`config.mk`:
```
export PLATFORM = sky130hd
export DESIGN_NAME = socks5_handshake_parser_core
export DESIGN_NICKNAME = d
export VERILOG_FILES = /design/src/design/s5hp_pkg.sv /design/src/design/s5hp_step.sv /design/src/design/socks5_handshake_parser_core.sv
export VERILOG_INCLUDE_DIRS = /design/src /design/src/design
export SDC_FILE = /design/constraint.sdc
export NUM_CORES = 1
export LEC_CHECK = 0
export BUFFER_PORTS_ARGS = -buffer_cell sky130_fd_sc_hd__buf_2
export CAP_MARGIN = 25
export CORE_MARGIN = 2
export CORE_UTILIZATION = 63
export CTS_CLUSTER_DIAMETER = 40
export DETAILED_ROUTE_END_ITERATION = 6
export GPL_ROUTABILITY_DRIVEN = 0
export GPL_TIMING_DRIVEN = 0
export PLACE_DENSITY = 0.9
export SLEW_MARGIN = 40
export SYNTH_ARGS = -nofsm -noshare
export SYNTH_HDL_FRONTEND = slang
export SYNTH_SLANG_ARGS = --single-unit
export TNS_END_PERCENT = 5
```
`constraint.sdc`:
```
create_clock -name clk -period 8.75 [get_ports clk]
set_clock_uncertainty 0.2 [all_clocks]
set_input_delay 0.4375 -clock clk [delete_from_list [all_inputs] [get_ports clk]]
set_output_delay 0.4375 -clock clk [all_outputs]
set_load 0.05 [all_outputs]
```
`src/design/socks5_handshake_parser_core_defines.svh`:
```
// Assertion macros for the module that checks its own logic.
`ifndef SOCKS5_HANDSHAKE_PARSER_CORE_DEFINES_SVH
`define SOCKS5_HANDSHAKE_PARSER_CORE_DEFINES_SVH

// Same-cycle implication, checked on every rising edge outside reset.
`define S5HP_ASSERT_NOW(lbl, ante, cons, msg) \
  lbl: assert property (@(posedge clk) disable iff (!rst_n) (ante) |-> (cons)) \
    else $error(msg);

// Next-cycle implication, checked on every rising edge outside reset.
`define S5HP_ASSERT_NEXT(lbl, ante, cons, msg) \
  lbl: assert property (@(posedge clk) disable iff (!rst_n) (ante) |=> (cons)) \
    else $error(msg);

`endif

```
`src/design/s5hp_pkg.sv`:
```
package s5hp_pkg;

  localparam logic [3:0] PH_G_VER   = 4'd0;
  localparam logic [3:0] PH_G_NMETH = 4'd1;
  localparam logic [3:0] PH_G_METH  = 4'd2;
  localparam logic [3:0] PH_G_DONE  = 4'd3;
  localparam logic [3:0] PH_R_VER   = 4'd4;
  localparam logic [3:0] PH_R_CMD   = 4'd5;
  localparam logic [3:0] PH_R_RSV   = 4'd6;
  localparam logic [3:0] PH_R_ATYP  = 4'd7;
  localparam logic [3:0] PH_R_ALEN  = 4'd8;
  localparam logic [3:0] PH_R_ADDR  = 4'd9;
  localparam logic [3:0] PH_R_PORT  = 4'd10;
  localparam logic [3:0] PH_R_DONE  = 4'd11;

  localparam logic [2:0] ST_OK       = 3'd0;
  localparam logic [2:0] ST_BAD_VER  = 3'd1;
  localparam logic [2:0] ST_BAD_CMD  = 3'd2;
  localparam logic [2:0] ST_BAD_ATYP = 3'd3;
  localparam logic [2:0] ST_G_JUNK   = 3'd4;
  localparam logic [2:0] ST_R_JUNK   = 3'd5;

  localparam logic [7:0] SOCKS_VERSION = 8'd5;
  localparam logic [7:0] CMD_CONNECT   = 8'd1;
  localparam logic [7:0] CMD_UDP_ASSOC = 8'd3;
  localparam logic [7:0] ATYP_IPV4     = 8'd1;
  localparam logic [7:0] ATYP_DOMAIN   = 8'd3;
  localparam logic [7:0] ATYP_IPV6     = 8'd4;
  localparam logic [7:0] METHOD_MAX    = 8'd2;
  localparam logic [7:0] IPV4_LEN      = 8'd4;
  localparam logic [7:0] IPV6_LEN      = 8'd16;
  localparam logic [7:0] PORT_LEN      = 8'd2;

  typedef struct packed {
    logic [3:0]  phase;
    logic [7:0]  count;
    logic [7:0]  index;
    logic [2:0]  methods;
    logic [7:0]  command;
    logic [7:0]  atyp;
    logic [15:0] port;
    logic [2:0]  error;
  } s5hp_state_t;

  typedef struct packed {
    logic [2:0]  status;
    logic        complete;
    logic [2:0]  method_mask;
    logic [7:0]  command;
    logic [7:0]  address_type;
    logic [15:0] port;
    logic        addr_valid;
    logic [7:0]  addr_index;
    logic [7:0]  addr_byte;
  } s5hp_result_t;

  localparam s5hp_state_t STATE_RESET = '{
    phase: PH_G_VER, count: 8'd0, index: 8'd0, methods: 3'd0,
    command: 8'd0, atyp: 8'd0, port: 16'd0, error: ST_OK
  };

endpackage

```
`src/design/s5hp_step.sv`:
```
module s5hp_step (
  input  s5hp_pkg::s5hp_state_t  cur,
  input  logic                   op,
  input  logic [7:0]             data_byte,
  input  logic                   first,
  output s5hp_pkg::s5hp_state_t  nxt,
  output s5hp_pkg::s5hp_result_t res
);
  import s5hp_pkg::*;

  always_comb begin
    s5hp_state_t st;
    logic [7:0]  idx_inc;
    logic        complete;
    logic        av;
    logic [7:0]  aidx;
    logic [7:0]  abyte;

    st       = cur;
    complete = 1'b0;
    av       = 1'b0;
    aidx     = 8'd0;
    abyte    = 8'd0;

    if (first) begin
      st.error = ST_OK;
      st.index = 8'd0;
      if (op) begin
        st.phase   = PH_R_VER;
        st.command = 8'd0;
        st.atyp    = 8'd0;
        st.port    = 16'd0;
      end else begin
        st.phase   = PH_G_VER;
        st.methods = 3'd0;
      end
    end

    idx_inc = st.index + 8'd1;

    if (st.error == ST_OK) begin
      case (st.phase)
        PH_G_VER: begin
          if (data_byte != SOCKS_VERSION) st.error = ST_BAD_VER;
          else st.phase = PH_G_NMETH;
        end
        PH_G_NMETH: begin
          st.index = 8'd0;
          st.count = data_byte;
          if (data_byte == 8'd0) begin
            st.phase = PH_G_DONE;
            complete = 1'b1;
          end else begin
            st.phase = PH_G_METH;
          end
        end
        PH_G_METH: begin
          if (data_byte <= METHOD_MAX) begin
            st.methods = st.methods | (3'b001 << data_byte[1:0]);
          end
          st.index = idx_inc;
          if (idx_inc == st.count) begin
            st.phase = PH_G_DONE;
            complete = 1'b1;
          end
        end
        PH_G_DONE: st.error = ST_G_JUNK;
        PH_R_VER: begin
          if (data_byte != SOCKS_VERSION) st.error = ST_BAD_VER;
          else st.phase = PH_R_CMD;
        end
        PH_R_CMD: begin
          if (data_byte != CMD_CONNECT && data_byte != CMD_UDP_ASSOC) begin
            st.error = ST_BAD_CMD;
          end else begin
            st.command = data_byte;
            st.phase   = PH_R_RSV;
          end
        end
        PH_R_RSV: st.phase = PH_R_ATYP;
        PH_R_ATYP: begin
          st.atyp  = data_byte;
          st.index = 8'd0;
          if (data_byte == ATYP_IPV4) begin
            st.count = IPV4_LEN;
            st.phase = PH_R_ADDR;
          end else if (data_byte == ATYP_DOMAIN) begin
            st.phase = PH_R_ALEN;
          end else if (data_byte == ATYP_IPV6) begin
            st.count = IPV6_LEN;
            st.phase = PH_R_ADDR;
          end else begin
            st.error = ST_BAD_ATYP;
          end
        end
        PH_R_ALEN: begin
          st.index = 8'd0;
          st.count = data_byte;
          st.phase = (data_byte == 8'd0) ? PH_R_PORT : PH_R_ADDR;
        end
        PH_R_ADDR: begin
          av    = 1'b1;
          aidx  = st.index;
          abyte = data_byte;
          if (idx_inc == st.count) begin
            st.index = 8'd0;
            st.count = PORT_LEN;
            st.phase = PH_R_PORT;
          end else begin
            st.index = idx_inc;
          end
        end
        PH_R_PORT: begin
          if (st.index == 8'd0) begin
            st.port  = {data_byte, 8'd0};
            st.index = 8'd1;
          end else begin
            st.port  = {st.port[15:8], data_byte};
            st.phase = PH_R_DONE;
            complete = 1'b1;
          end
        end
        PH_R_DONE: st.error = ST_R_JUNK;
        default:   st.phase = PH_G_VER;
      endcase
    end

    nxt = st;
    res = '{
      status: st.error, complete: complete, method_mask: st.methods,
      command: st.command, address_type: st.atyp, port: st.port,
      addr_valid: av, addr_index: aidx, addr_byte: abyte
    };
  end

endmodule

```
`src/design/socks5_handshake_parser_core.sv`:
```
// SOCKS5 greeting and request parser, one byte per beat. Each accepted beat
// gives exactly one result beat, and a new byte can be taken every cycle
// unless a held output stalls both stages. A byte passes an input register
// and is then parsed by the per-byte state update into the result register.
// Address bytes are passed through with their index instead of being stored,
// and an error stays reported until the next byte marked first.
`include "socks5_handshake_parser_core_defines.svh"

module socks5_handshake_parser_core (
  input  logic        clk,
  input  logic        rst_n,
  input  logic        in_valid,
  output logic        in_stall,
  input  logic        in_op,
  input  logic [7:0]  in_data_byte,
  input  logic        in_first,
  output logic        out_valid,
  input  logic        out_stall,
  output logic [2:0]  out_status,
  output logic        out_complete,
  output logic [2:0]  out_method_mask,
  output logic [7:0]  out_command,
  output logic [7:0]  out_address_type,
  output logic [15:0] out_port,
  output logic        out_addr_valid,
  output logic [7:0]  out_addr_index,
  output logic [7:0]  out_addr_byte
);
  import s5hp_pkg::*;

  logic         s1_valid_r;
  logic         s1_op_r;
  logic [7:0]   s1_byte_r;
  logic         s1_first_r;
  logic         s2_valid_r;
  s5hp_result_t s2_res_r;
  s5hp_state_t  state_r;
  s5hp_state_t  state_nxt;
  s5hp_result_t res_nxt;
  logic         s2_load;
  logic         s1_load;
  logic         s1_move;

  s5hp_step u_step (
    .cur       (state_r),
    .op        (s1_op_r),
    .data_byte (s1_byte_r),
    .first     (s1_first_r),
    .nxt       (state_nxt),
    .res       (res_nxt)
  );

  assign s2_load  = !s2_valid_r || !out_stall;
  assign s1_move  = s1_valid_r && s2_load;
  assign s1_load  = !s1_valid_r || s2_load;
  assign in_stall = !s1_load;

  always_ff @(posedge clk) begin
    if (!rst_n) begin
      s1_valid_r <= 1'b0;
      s2_valid_r <= 1'b0;
      state_r    <= STATE_RESET;
    end else begin
      if (s1_load) begin
        s1_valid_r <= in_valid;
      end
      if (s2_load) begin
        s2_valid_r <= s1_valid_r;
      end
      if (s1_move) begin
        state_r <= state_nxt;
      end
    end
  end

  always_ff @(posedge clk) begin
    if (s1_load && in_valid) begin
      s1_op_r    <= in_op;
      s1_byte_r  <= in_data_byte;
      s1_first_r <= in_first;
    end
    if (s1_move) begin
      s2_res_r <= res_nxt;
    end
  end

  assign out_valid        = s2_valid_r;
  assign out_status       = s2_res_r.status;
  assign out_complete     = s2_res_r.complete;
  assign out_method_mask  = s2_res_r.method_mask;
  assign out_command      = s2_res_r.command;
  assign out_address_type = s2_res_r.address_type;
  assign out_port         = s2_res_r.port;
  assign out_addr_valid   = s2_res_r.addr_valid;
  assign out_addr_index   = s2_res_r.addr_index;
  assign out_addr_byte    = s2_res_r.addr_byte;

  `S5HP_ASSERT_NOW(a_addr_not_complete, s2_valid_r && s2_res_r.addr_valid, !s2_res_r.complete, "address beat flagged complete")
  `S5HP_ASSERT_NOW(a_error_quiet, s2_valid_r && (s2_res_r.status != ST_OK), !s2_res_r.complete && !s2_res_r.addr_valid, "error beat carries complete or address")
  `S5HP_ASSERT_NEXT(a_state_holds, !s1_move, $stable(state_r), "parse state changed without a byte")
  `S5HP_ASSERT_NOW(a_full_stalls, s1_valid_r && s2_valid_r && out_stall, in_stall, "input taken while both stages are held")

endmodule
```
==> impl_metrics.yaml <==
worst_setup_path:
  r2r_slack_ps: 4280
  r2r-end: "state_r[51]"
  reg2reg_depth: 14
  cp.arrival_ps: 4720
  cp-startpoint: "s1_first_r"
  rr_startpoint: "s1_first_r"
  crit_type: "flop to flop"
  cp_max_fo: 10
  worstPathRequired_ps: 9000
  start_kind: "flop"
  crit_end: "state_r[51]"
  critPathCaptureType: "flop"
floorplan:
  core_um2: 9150
  start_util_pct: 64.6
  io_pins: 72
  die_w_um: 101
  dieArea_um2: 10200
  rows: 35
  fp.dieH_um: 101
layout:
  stdcell_area_um2: 7130
  final_cells: 816
  n_antenna_cell: 0
  nNetsFinal: 708
  final_core_util_pct: 77.9
  area_delta_synth_final_pct: 20.6
  layout-drive-gt1-share_pct: 18.0
pwr:
  power.density_nw_per_um2: 205
  power_mw: 1.46
  irDropWorstVdd_v: 0.000158
  leakage_nw: 2.76
placed_design:
  dp_slack_ps: 4600
  placedInstanceArea_um2: 6470
  io_buffer_count: 70
  dpl.hpwl_um: 10600
  dp.cells: 773
global_route:
  top_usage_layer: "met2"
  grt_pass1_wl_um: 25900
  grt_max_degree: 28
  use_met2_pct: 54.4
  antenna_found_initial: 0
  met3_usage_pct: 8.11
  grt_pass1_vias: 5092
  gr-total-overflow: 0
  grt_usage_pct: 33.7
  grtUsageMet1_pct: 41.9
timing:
  setup_viol: 0
  hold_violations: 0
  timing.final.ws_setup_ps: 4280
  period_share_pct: 51.1
  finalMaxSlewViolations: 0
  rsz0062_at_grt: "false"
  min_period_ps: 4470
  whs_ps: 13.5
  worst_slew_margin_rel_pct: 43.3
  tns_ps: 0
  worst_pin_slew_ps: 844
  fmaxAchievable_mhz: 224
synthesis:
  synth_edf_count: 66
  synth-async-reset-ratio_pct: 0
  synth_area_um2: 5910
  synth_cell_type_count: 68
  netlist_instances: 590
  ys_ff_latch: 126
  ys_seq_area_share_pct: 53.8
  yosys.area.top_type: "edfxtp_1"
  syn_area_per_cell_um2: 10.0
  synth_top_flop_cell: "edfxtp_1"
  syn-num-nets: 606
  synth.area.top_cells: "edfxtp_1 34%, dfxtp_1 20%, nand2_1 4.6%, o21ai_0 3.0%, nor2b_1 2.4%"
  synth_top_area_share_pct: 33.5
  yosys_warnings: 0
drt:
  drt_iter0_markers: 785
  drc: 0
  routedWlPerCell_um: 20.5
  via_per_inst: 6.69
  via_count: 5461
  firstDrtPassIters: 6
  drtAntennaViolNets: 0
  routed_wl_um: 16800
clock_network:
  h-tree-depth: 4
  clock_sinks: 126
  insertion_delay_ps: 530
  cts_tree: "done"
  cts_buffers: 17
  clock-root-buffer: "clkbuf_8"
  ctsResizeCount: 0
  cts_buffer_depth: 2
  cts.reportedPaths.clkPinSlew_ps: 60
job:
  maxCapViolations: 0
min_path:
  hold_path_class: "input pin to flop"
run_status:
  outcome: "finished clean"
==> layer usage <==
metal,part of all wire (%),vias up
met4,5.3,0
met1,36,2517
met3,11,118
met2,47,447
met5,0,-
li1,-,2379
==> critical path, stage by stage, from the launching register on <==
cell and delay [ps]:
edfxtp_1 470, clkbuf_1 410, clkbuf_1 460, clkbuf_1 460, nand2b_1 270, inv_1 60
ha_1 280, nand2b_1 170, o21bai_1 130, a21boi_0 230, o2111ai_1 240, o21ai_2 440
and2_4 240, buf_12 130, mux2i_1 190
==> cell usage after synthesis (all sizes together), types with 3 or more instances <==
master and instances:
dfxtp 60, nand3 21, inv 10, mux2i 10, nand2 72, a22oi 17, and2 8, and3 20
a22o 12, buf 7, a21oi 17, nand4 6, o211ai 3, a21o 4, o211a 10, nor2 38
o2111ai 3, a31oi 7, xnor2 5, a21boi 9, nor4 5, or3 7, o21ai 40, edfxtp 66
nor3b 4, xor2 4, nand2b 20, nor2b 23, o21a 7, clkbuf 30, or4 3, nor3 15
==> registers in the layout (all words and copies together) (netlist names) <==
| register | cells |
|---|---|
| s1_op_r | 1 |
| out_status | 3 |
| out_addr_valid | 1 |
| out_port | 16 |
| s1_first_r | 1 |
| out_command | 8 |
| out_addr_index | 8 |
| out_addr_byte | 8 |
| s1_valid_r | 1 |
| out_valid | 1 |
| out_address_type | 8 |
| out_complete | 1 |
| s1_byte_r | 8 |
| state_r | 58 |
| out_method_mask | 3 |
==> kinds of logic after synthesis <==
group	count (synthesis)	synth area share (%)
AOI/OAI and AO/OA	145	17.1
xor gates and xnor gates	9	1.33
adders and majority gates	2	0.423
buffers and inverters	47	3.47
DFF	126	53.8
muxes	10	1.69
and+or+nand+nor	251	22.2
==> final cells by class <==
type,instances,area [um2]
sequential,126,3180
clock buffer,17,414
clock inverter,15,135
buffer,37,169
timing repair buffer,83,515
fill,541,2020
tap,111,139
multi-input combinational,417,2540
inverter,10,37.5
==> repair_timing <==
| item | in CTS | in global routing |
|---|---|---|
| hold endpoints to repair | 11 | 0 |
| hold buffers | 11 | 0 |
| setup buffers | 0 | 0 |
==> worst min-delay path by stage <==
| stage | to | cells after the start | from | slack [ps] |
|---|---|---|---|---|
| 2_1_floorplan | state_r[29] | 1 | state_r[29] | 220 |
| 3_3_place_gp | state_r[33] | 1 | state_r[33] | 240 |
| 3_5_place_dp | state_r[29] | 1 | state_r[29] | 240 |
| 4_1_cts | out_valid | 3 | out_stall | 1 |
| 5_1_grt | out_valid | 3 | out_stall | 50 |
| 6_report | out_valid | 3 | out_stall | 10 |
==> cells in the final DEF, fill, tap and decap left out, types with 10 or more instances in the layout <==
master | netlist | final
clkbuf_16 | 0 | 16
nand3_1 | 21 | 21
inv_1 | 10 | 10
nor2b_1 | 23 | 22
nor2_1 | 38 | 38
edfxtp_1 | 66 | 66
mux2i_1 | 10 | 10
a22oi_1 | 17 | 17
a21oi_1 | 17 | 17
nand2b_1 | 20 | 20
dlygate4sd3_1 | 0 | 11
clkbuf_1 | 30 | 30
nand2_1 | 72 | 72
and3_1 | 19 | 19
dfxtp_1 | 60 | 60
a22o_1 | 11 | 11
o21ai_0 | 36 | 36
nor3_1 | 14 | 12
o211a_1 | 10 | 10
buf_2 | 4 | 75
==> where the power goes <==
part           internal [mW]  total, mW  leakage, nW  switching [mW]
sequential             0.640      0.652         1.12          0.0117
combinational         0.0393      0.147         1.37           0.108
clock                  0.381      0.660        0.274           0.279
total                   1.06       1.46         2.76           0.399
Power figures use the tool's default switching activity.
